===== src/rtl/lad_pkg.sv =====
// shared types, constants and micro-program of the ladder low-pass filter
package lad_pkg;

  // coefficient constants, unsigned q2.30
  localparam logic [31:0] QONE  = 32'd1073741824;
  localparam logic [31:0] C_1P8 = 32'd1932735283;
  localparam logic [31:0] C_0P8 = 32'd858993459;
  localparam logic [31:0] C_T   = 32'd1488473530;

  // configuration port
  localparam int CFG_W = 18;
  localparam logic [1:0] CFG_CUTOFF = 2'd0;
  localparam logic [1:0] CFG_RESON  = 2'd1;
  localparam logic [1:0] CFG_RATE   = 2'd2;

  // shared divider geometry
  localparam int DIV_W  = 56;
  localparam int DIV_VW = 26;
  localparam int DIV_LW = 6;

  // last step of each micro-program
  localparam int STEP_W = 5;
  localparam logic [STEP_W-1:0] COEF_LAST = 5'd15;
  localparam logic [STEP_W-1:0] RUN_LAST  = 5'd30;

  typedef enum logic [1:0] {
    ST_COEF,
    ST_IDLE,
    ST_RUN
  } state_t;

  typedef enum logic [4:0] {
    OP_NOP,
    OP_WAIT_DIV,
    OP_FB,
    OP_MX,
    OP_XP,
    OP_OPM,
    OP_YK,
    OP_STG,
    OP_SQ,
    OP_CU,
    OP_DIV_CU,
    OP_CLIP,
    OP_FIN,
    OP_DIV_F,
    OP_SET_F,
    OP_C1,
    OP_SET_U,
    OP_C2,
    OP_SET_P,
    OP_C3,
    OP_SET_T,
    OP_C4,
    OP_SET_N,
    OP_DIV_S,
    OP_SET_S,
    OP_C5,
    OP_SET_R
  } op_t;

  typedef enum logic [1:0] {
    SH_30,
    SH_X,
    SH_16
  } sh_t;

  typedef enum logic [2:0] {
    TAG_NONE,
    TAG_LOAD,
    TAG_ADD,
    TAG_SUB,
    TAG_XSUB
  } tag_t;

  typedef struct packed {
    op_t        op;
    logic [1:0] stage;
    logic       take;
  } cmd_t;

  typedef struct packed {
    logic div_done;
    logic out_free;
  } stat_t;

  typedef struct packed {
    op_t        op;
    logic [1:0] stage;
  } prog_t;

  // micro-program word for a given sequence and step
  function automatic prog_t prog_word(input state_t st, input logic [STEP_W-1:0] step);
    prog_t w;
    logic [STEP_W-1:0] k;
    logic [STEP_W-1:0] sub;
    w.op = OP_NOP;
    w.stage = 2'd0;
    k = step - 5'd3;
    sub = k;
    if (st == ST_COEF) begin
      case (step)
        5'd0:  w.op = OP_DIV_F;
        5'd1:  w.op = OP_WAIT_DIV;
        5'd2:  w.op = OP_SET_F;
        5'd3:  w.op = OP_C1;
        5'd4:  w.op = OP_SET_U;
        5'd5:  w.op = OP_C2;
        5'd6:  w.op = OP_SET_P;
        5'd7:  w.op = OP_C3;
        5'd8:  w.op = OP_SET_T;
        5'd9:  w.op = OP_C4;
        5'd10: w.op = OP_SET_N;
        5'd11: w.op = OP_DIV_S;
        5'd12: w.op = OP_WAIT_DIV;
        5'd13: w.op = OP_SET_S;
        5'd14: w.op = OP_C5;
        5'd15: w.op = OP_SET_R;
        default: w.op = OP_NOP;
      endcase
    end else if (step >= 5'd3 && step <= 5'd22) begin
      // four ladder stages, five steps each
      if (k < 5'd5) begin
        w.stage = 2'd0;
        sub = k;
      end else if (k < 5'd10) begin
        w.stage = 2'd1;
        sub = k - 5'd5;
      end else if (k < 5'd15) begin
        w.stage = 2'd2;
        sub = k - 5'd10;
      end else begin
        w.stage = 2'd3;
        sub = k - 5'd15;
      end
      case (sub)
        5'd0: w.op = OP_XP;
        5'd1: w.op = OP_OPM;
        5'd2: w.op = OP_YK;
        5'd4: w.op = OP_STG;
        default: w.op = OP_NOP;
      endcase
    end else begin
      case (step)
        5'd0:  w.op = OP_FB;
        5'd2:  w.op = OP_MX;
        5'd23: w.op = OP_SQ;
        5'd25: w.op = OP_CU;
        5'd27: w.op = OP_DIV_CU;
        5'd28: w.op = OP_WAIT_DIV;
        5'd29: w.op = OP_CLIP;
        5'd30: w.op = OP_FIN;
        default: w.op = OP_NOP;
      endcase
    end
    return w;
  endfunction

endpackage


===== src/rtl/lad_ctl.sv =====
// controller: sequences coefficient and sample micro-programs
module lad_ctl (
  input  logic           clk,
  input  logic           rst_n,
  input  logic           in_valid,
  output logic           in_stall,
  input  logic           cfg_wr_en,
  output lad_pkg::cmd_t  cmd,
  input  lad_pkg::stat_t stat
);
  import lad_pkg::*;

  state_t state_r;
  state_t state_nxt;
  logic [STEP_W-1:0] step_r;
  logic [STEP_W-1:0] step_nxt;
  prog_t pw;
  logic blocked;
  logic [STEP_W-1:0] last;

  // current micro-op and its wait conditions
  always_comb begin
    pw = prog_word(state_r, step_r);
    blocked = ((pw.op == OP_WAIT_DIV) && !stat.div_done) ||
              ((pw.op == OP_FIN) && !stat.out_free);
    last = (state_r == ST_COEF) ? COEF_LAST : RUN_LAST;
  end

  // next state
  always_comb begin
    state_nxt = state_r;
    step_nxt = step_r;
    case (state_r)
      ST_COEF, ST_RUN: begin
        if (!blocked) begin
          if (step_r == last) begin
            state_nxt = ST_IDLE;
            step_nxt = '0;
          end else begin
            step_nxt = step_r + 1'b1;
          end
        end
      end
      ST_IDLE: begin
        if (in_valid) begin
          state_nxt = ST_RUN;
          step_nxt = '0;
        end
      end
      default: begin
        state_nxt = ST_COEF;
        step_nxt = '0;
      end
    endcase
    if (cfg_wr_en) begin
      state_nxt = ST_COEF;
      step_nxt = '0;
    end
  end

  always_ff @(posedge clk) begin
    if (!rst_n) begin
      state_r <= ST_COEF;
      step_r <= '0;
    end else begin
      state_r <= state_nxt;
      step_r <= step_nxt;
    end
  end

  // outputs
  always_comb begin
    in_stall = (state_r != ST_IDLE) || cfg_wr_en;
    cmd.take = (state_r == ST_IDLE) && in_valid && !cfg_wr_en;
    cmd.op = ((state_r != ST_IDLE) && !blocked) ? pw.op : OP_NOP;
    cmd.stage = pw.stage;
  end

  // an accepted word starts the sample program at its first step
  a_take_starts: assert property (@(posedge clk) disable iff (!rst_n)
    cmd.take |=> (state_r == ST_RUN) && (step_r == '0))
    else $error("accepted word did not start the sample program");

  // the program holds while the divider is still working
  a_div_wait: assert property (@(posedge clk) disable iff (!rst_n)
    ((state_r != ST_IDLE) && (pw.op == OP_WAIT_DIV) && !stat.div_done && !cfg_wr_en)
      |=> $stable(step_r) && $stable(state_r))
    else $error("program advanced before divider finished");

  // a finished result is never dropped by a blocked output
  a_fin_hold: assert property (@(posedge clk) disable iff (!rst_n)
    ((state_r == ST_RUN) && (pw.op == OP_FIN) && !stat.out_free) |-> (cmd.op == OP_NOP))
    else $error("result issued while output register is full");

  // coefficient program is recomputed after reset
  a_reset_coef: assert property (@(posedge clk)
    (rst_n && !$past(rst_n)) |-> (state_r == ST_COEF) && (step_r == '0))
    else $error("reset did not start coefficient recompute");

endmodule


===== config.mk =====
export PLATFORM = sky130hd
export DESIGN_NAME = lad_ctl
export DESIGN_NICKNAME = d
export VERILOG_FILES = /design/src/rtl/lad_pkg.sv /design/src/rtl/lad_ctl.sv
export SDC_FILE = /design/constraint.sdc
export NUM_CORES = 1
export LEC_CHECK = 0
export ABC_CLOCK_PERIOD_IN_PS = 5550
export BUFFER_PORTS_ARGS = -buffer_cell sky130_fd_sc_hd__buf_4
export CAP_MARGIN = 0
export CORE_MARGIN = 4
export CORE_UTILIZATION = 60
export CTS_CLUSTER_SIZE = 10
export DETAILED_ROUTE_END_ITERATION = 10
export PLACE_DENSITY = 0.8
export SLEW_MARGIN = 20
export SYNTH_ARGS = -nofsm -noshare
export SYNTH_HDL_FRONTEND = slang
export SYNTH_SLANG_ARGS = --single-unit

===== constraint.sdc =====
create_clock -name clk -period 5.55 [get_ports clk]
set_input_delay 1.3875 -clock clk [delete_from_list [all_inputs] [get_ports clk]]
set_output_delay 1.3875 -clock clk [all_outputs]
set_load 0.1 [all_outputs]

[Word-level counts from Yosys, hierarchy flattened]
Memory sizes are Yosys's and may differ from the RTL's. A register that Yosys moved wholly into a read port is not among the register bits.
Index checks and enable logic that the tools add are counted.
Storage, ports and cells
  logic and storage cells: 73
  register bits after elaboration: 7
  memories: 2
  memory bits (read-only): 208
  input bits: 6
Memories
  (no name shown): words 32, bits a word 4, rd ports 1, clocked after Yosys merged registers in 1, write ports 0, RTL line lad_pkg.sv:144  | case (step)
  (no name shown): words 16, bits a word 5, rd ports 1, clocked after Yosys merged registers in 1, write ports 0, RTL line lad_pkg.sv:102  | case (step)
Operators by class
  add/sub/neg operators: 5
  reduce and logical (&&, ||, !) cells: 18
  bitwise logic cells: 1
  equality and inequality tests: 12
  magnitude comparators: 5
  muxes and demuxes: 28
Operators with widths (number)
  two-way mux 5 bit: 15
  two-way mux 2 bit: 7
  case mux 3 bit (4 select lines): 1
  == test 5 x 1 -> 1 bit, second input constant: 2
  less-than comparator 5 x 4 -> 1 bit, second input constant: 2
  case mux 5 bit (2 select lines): 1
  subtractor 5 x 4 -> 5 bit, second input constant: 2
  two-way mux 4 bit: 2
  logical AND 1 bit: 6
  != test 2 bit, second input constant: 3
  adder 5 x 1 -> 5 bit, second input constant: 1
  == test 5 x 2 -> 1 bit, second input constant: 1
  == test 5 x 3 -> 1 bit, second input constant: 1
  == test 5 x 4 -> 1 bit, second input constant: 1
  == test 5 bit: 1
  >= comparator 5 x 2 -> 1 bit, second input constant: 1
  less-or-equal comparator 5 bit, second input constant: 1
  logical NOT 5 bit: 1
  less-than comparator 5 x 3 -> 1 bit, second input constant: 1
  subtractor 5 x 2 -> 5 bit, second input constant: 1
  subtractor 5 x 3 -> 5 bit, second input constant: 1
  logical NOT 1 bit: 4
  case mux 2 bit (2 select lines): 1
  OR reduction 2 bit: 2
  9 further kinds: 10

[Logic depth before layout (Yosys ltp)]
  word-level depth: 18
  mapped depth: 19
  gate-level depth less buffers: 17

[Worst setup path after synthesis]
Ideal clock, no wire load.
  path type: reg2out
  start: register step_r[1]
  end: output cmd[3] (netlist name)
  slack: -1.386 ns
  buffers on the path: 2
  cell stages (with the launch flop): 16
  arrival: 5.548 ns
  cells stage by stage: dfxtp_1 ha_1 clkbuf_1 xnor2_1 inv_1 ha_1 clkbuf_1 a2111oi_0 a2111oi_0 nand3_1 o2111ai_1 xor2_2 or4b_1 nand3_1 nand2_1 nor3_1
RTL lines
  start, declared: RTL line lad_ctl.sv:15  | logic [STEP_W-1:0] step_r;
  start signal, assigned: RTL line lad_ctl.sv:67  | step_r <= step_nxt;
  end, declared: RTL line lad_ctl.sv:8  | output lad_pkg::cmd_t cmd,

==> results.sh <==
export IMPL_gp_congestion=0.985
export IMPL_io_pins=15
export IMPL_die_y_um=63.7
export IMPL_min_from="step_r[1]"
export IMPL_worstPathArrival_ps=3940
export IMPL_setup_viol=0
export IMPL_synth_area_leader_cell="dfxtp_1"
export IMPL_viasPerCell=6.83
export IMPL_cp_num_buf_inv=3
export IMPL_max_stage_delay_ps=540
export IMPL_cts_tree="done"
export IMPL_syn_inst=247
export IMPL_power_switching_w=0.000103
export IMPL_critPathMaxFanout=6
export IMPL_critical_path_class="flip-flop to output pin"
export IMPL_finalNetCount=284
export IMPL_grt_ovfl_total=0
export IMPL_die_w_um=63.7
export IMPL_synth_edf_count=0
export IMPL_vias=2009
export IMPL_tightestPinTransition_ps=855
export IMPL_powerDensity_nw_per_um2=140
export IMPL_vdd_ir_drop_max_uv=139
export IMPL_cpLargestDelayFamily="simple AND/OR/NAND/NOR gates"
export IMPL_max_slew_margin_rel_pct=42.8
export IMPL_pwr_share_clk_pct=26.8
export IMPL_rows=19
export IMPL_finalWirelength_mm=5.07
export IMPL_diodes=0
export IMPL_hpwl_mm=3.85
export IMPL_clock_path_buffers=2
export IMPL_grt_antenna_before_repair=0
export IMPL_slowest_stage="or4_4"
export IMPL_core_area_um2=2850
export IMPL_start_util_pct=65.2
export IMPL_syn_area_per_cell_um2=7.53
export IMPL_slew_violations=0
export IMPL_post_route_drc_count=0
export IMPL_grt_max_degree=13
export IMPL_worst_hold_path_type="flip-flop to flip-flop"
export IMPL_firstDrtPassIters=5
export IMPL_endpoint_kind="output pin"
export IMPL_setup_slack_ps=225
export IMPL_crit_start="step_r[0]"
export IMPL_period_minus_slack_ps=5320
export IMPL_drive_gt1_share_pct=21.7
export IMPL_ys_ff_latch=16
export IMPL_cts_root_buf="clkbuf_4"
export IMPL_syn2layout_area_growth_pct=14.3
export IMPL_critPathLaunchType="flip-flop"
export IMPL_drtIter0Drc=176
export IMPL_cp_data_required_time_ps=4160
export IMPL_dp_slack_ps=257
export IMPL_synth_top_area_share_pct=17.2
export IMPL_synth_main_ff_cell="dfxtp_1"
export IMPL_synthesis_nets=267
export IMPL_ant_nets=0
export IMPL_fin_skew_ps=7.24
export IMPL_status="finished, final reports clean"
export IMPL_holdBufCountCts=0
export IMPL_wl_per_cell_um=17.3
export IMPL_intPower_w=0.000194
export IMPL_fp_dieArea_um2=4050
export IMPL_htreeDepth=1
export IMPL_r2r_start="step_r[2]"
export IMPL_layout_common_cells="buf_4 (27), nor2_1 (21), nand2_1 (17)"
export IMPL_syn_area_um2=1860
export IMPL_period_share_pct=95.9
export IMPL_synthArstFlopShare_pct=0
export IMPL_clock_sinks=16
export IMPL_switching_share_pct=34.6
export IMPL_cts_clk_slew_worst_paths_ps=100
export IMPL_io_buffers=14
export IMPL_crit_chain="inv_1 > ha_1 > inv_1 > ha_1 > a211o_1 > or4_4 > o211ai_4 > xor2_2 > or4b_1 > nand3_2 > nand2_2 > nor3_4 > buf_8"
export IMPL_drv_cap=0
export IMPL_layout_commonest_cell="buf_4"
export IMPL_ys_seq_area_share_pct=17.2
export IMPL_combPwrFrac_pct=32.7
export IMPL_cts_made_buffers=3
export IMPL_hold_slack_ps=637
export IMPL_synth_distinct_cells=72
export IMPL_clk_latency_ps=300
export IMPL_ys_warn_count=0
export IMPL_seq_power_share_pct=40.5
export IMPL_synthTopCellsByArea="dfxtp_1 (17%), ha_1 (9.4%), nor2_1 (4.6%)"
export IMPL_rsz0062_at_grt="no"
export IMPL_hold_viol_final=0
export IMPL_leakagePower_nw=0.819
export IMPL_grt_use_total_pct=25.5
export IMPL_grt_pass1_wl_mm=8.33
export IMPL_fmax_ghz=0.188
export IMPL_grt_pass1_vias=1741
==> power by group through the flow <==
stage | Clock [W] | Sequential, W | Combinational [W]
floorplan | 0 | 0.000122 | 0.0000704
global placement | 0 | 0.000123 | 0.0000929
detailed placement | 0 | 0.000123 | 0.0000930
CTS | 0.0000807 | 0.000120 | 0.0000941
global route | 0.0000842 | 0.000121 | 0.000104
finish | 0.0000798 | 0.000120 | 0.0000973
==> Yosys cell counts (3+ instances only) <==
master / instances
nor2_1: 23
nand2_1: 18
dfxtp_1: 16
inv_1: 15
ha_1: 14
o21ai_0: 14
nor3_1: 13
a21oi_1: 10
clkbuf_1: 9
nand3_1: 8
a31oi_1: 5
nand2b_1: 5
xnor2_1: 5
a2111oi_0: 4
and3_1: 4
buf_2: 4
a211oi_1: 3
mux2i_1: 3
nor2b_1: 3
nor4_1: 3
o31ai_1: 3
==> cell type report <==
cell class / instances / area, µm²
clock buffer: 4 / 36.3
tap: 31 / 38.8
multi-input combinational: 198 / 1450
fill: 242 / 727
inverter: 17 / 63.8
sequential: 16 / 322
timing repair buffer: 28 / 218
==> per-layer routing <==
metal	share of wire (%)	track usage, %	vias to the layer above
met4	1.2	4.85	0
met5	0	0	-
met2	42	38.5	99
li1	-	-	951
met3	9.7	4.97	10
met1	47	37.5	949
==> timing repair <==
action / 4_1_cts / 5_1_grt
buffers inserted: 0 / 0
resized for setup: 1 / 10
setup endpoints to repair: 1 / 3
==> tightest hold or removal path, cell delays in order, from the launching register on <==
cell	delay (ps)
dfxtp_2	410
a32oi_1	110
nor2_1	90
==> stage by stage <==
step / cell area (µm²) / total power (W) / cells / setup TNS (ps) / utilization, %
6_report: 2130 / 0.000298 / 294 / 0 / 74.5
5_1_grt: 2130 / 0.000309 / 294 / 0 / 74.5
4_1_cts: 2090 / 0.000295 / 294 / 0 / 73.2
3_5_place_dp: 2040 / 0.000216 / 290 / 0 / 71.7
3_3_place_gp: 2040 / 0.000216 / 290 / 0 / 71.7
2_1_floorplan: 1880 / 0.000192 / 247 / -515 / -
==> path summary, 6_finish.rpt <==
path                     to  slack (ps)  cells after the start
hold / removal    step_r[1]         640                      2
setup reg to reg  flip-flop         750                     15
setup / recovery     cmd[3]         230                     13
hold reg to reg   step_r[1]         640                      2
==> cells by family (layout without fill, tap and decap cells) <==
kind of cell	count (synthesis)	after routing	synth area share [%]
adder cells (fa/ha/maj)	14	14	9.42
AO/OA/AOI/OAI	76	76	31.6
flip-flops	16	16	17.2
AND/OR/NAND/NOR	96	96	27.5
multiplexers	5	5	2.83
buffers and inverters	33	49	7.74
XOR/XNOR	7	7	3.70
Power figures use the tool's default switching activity.
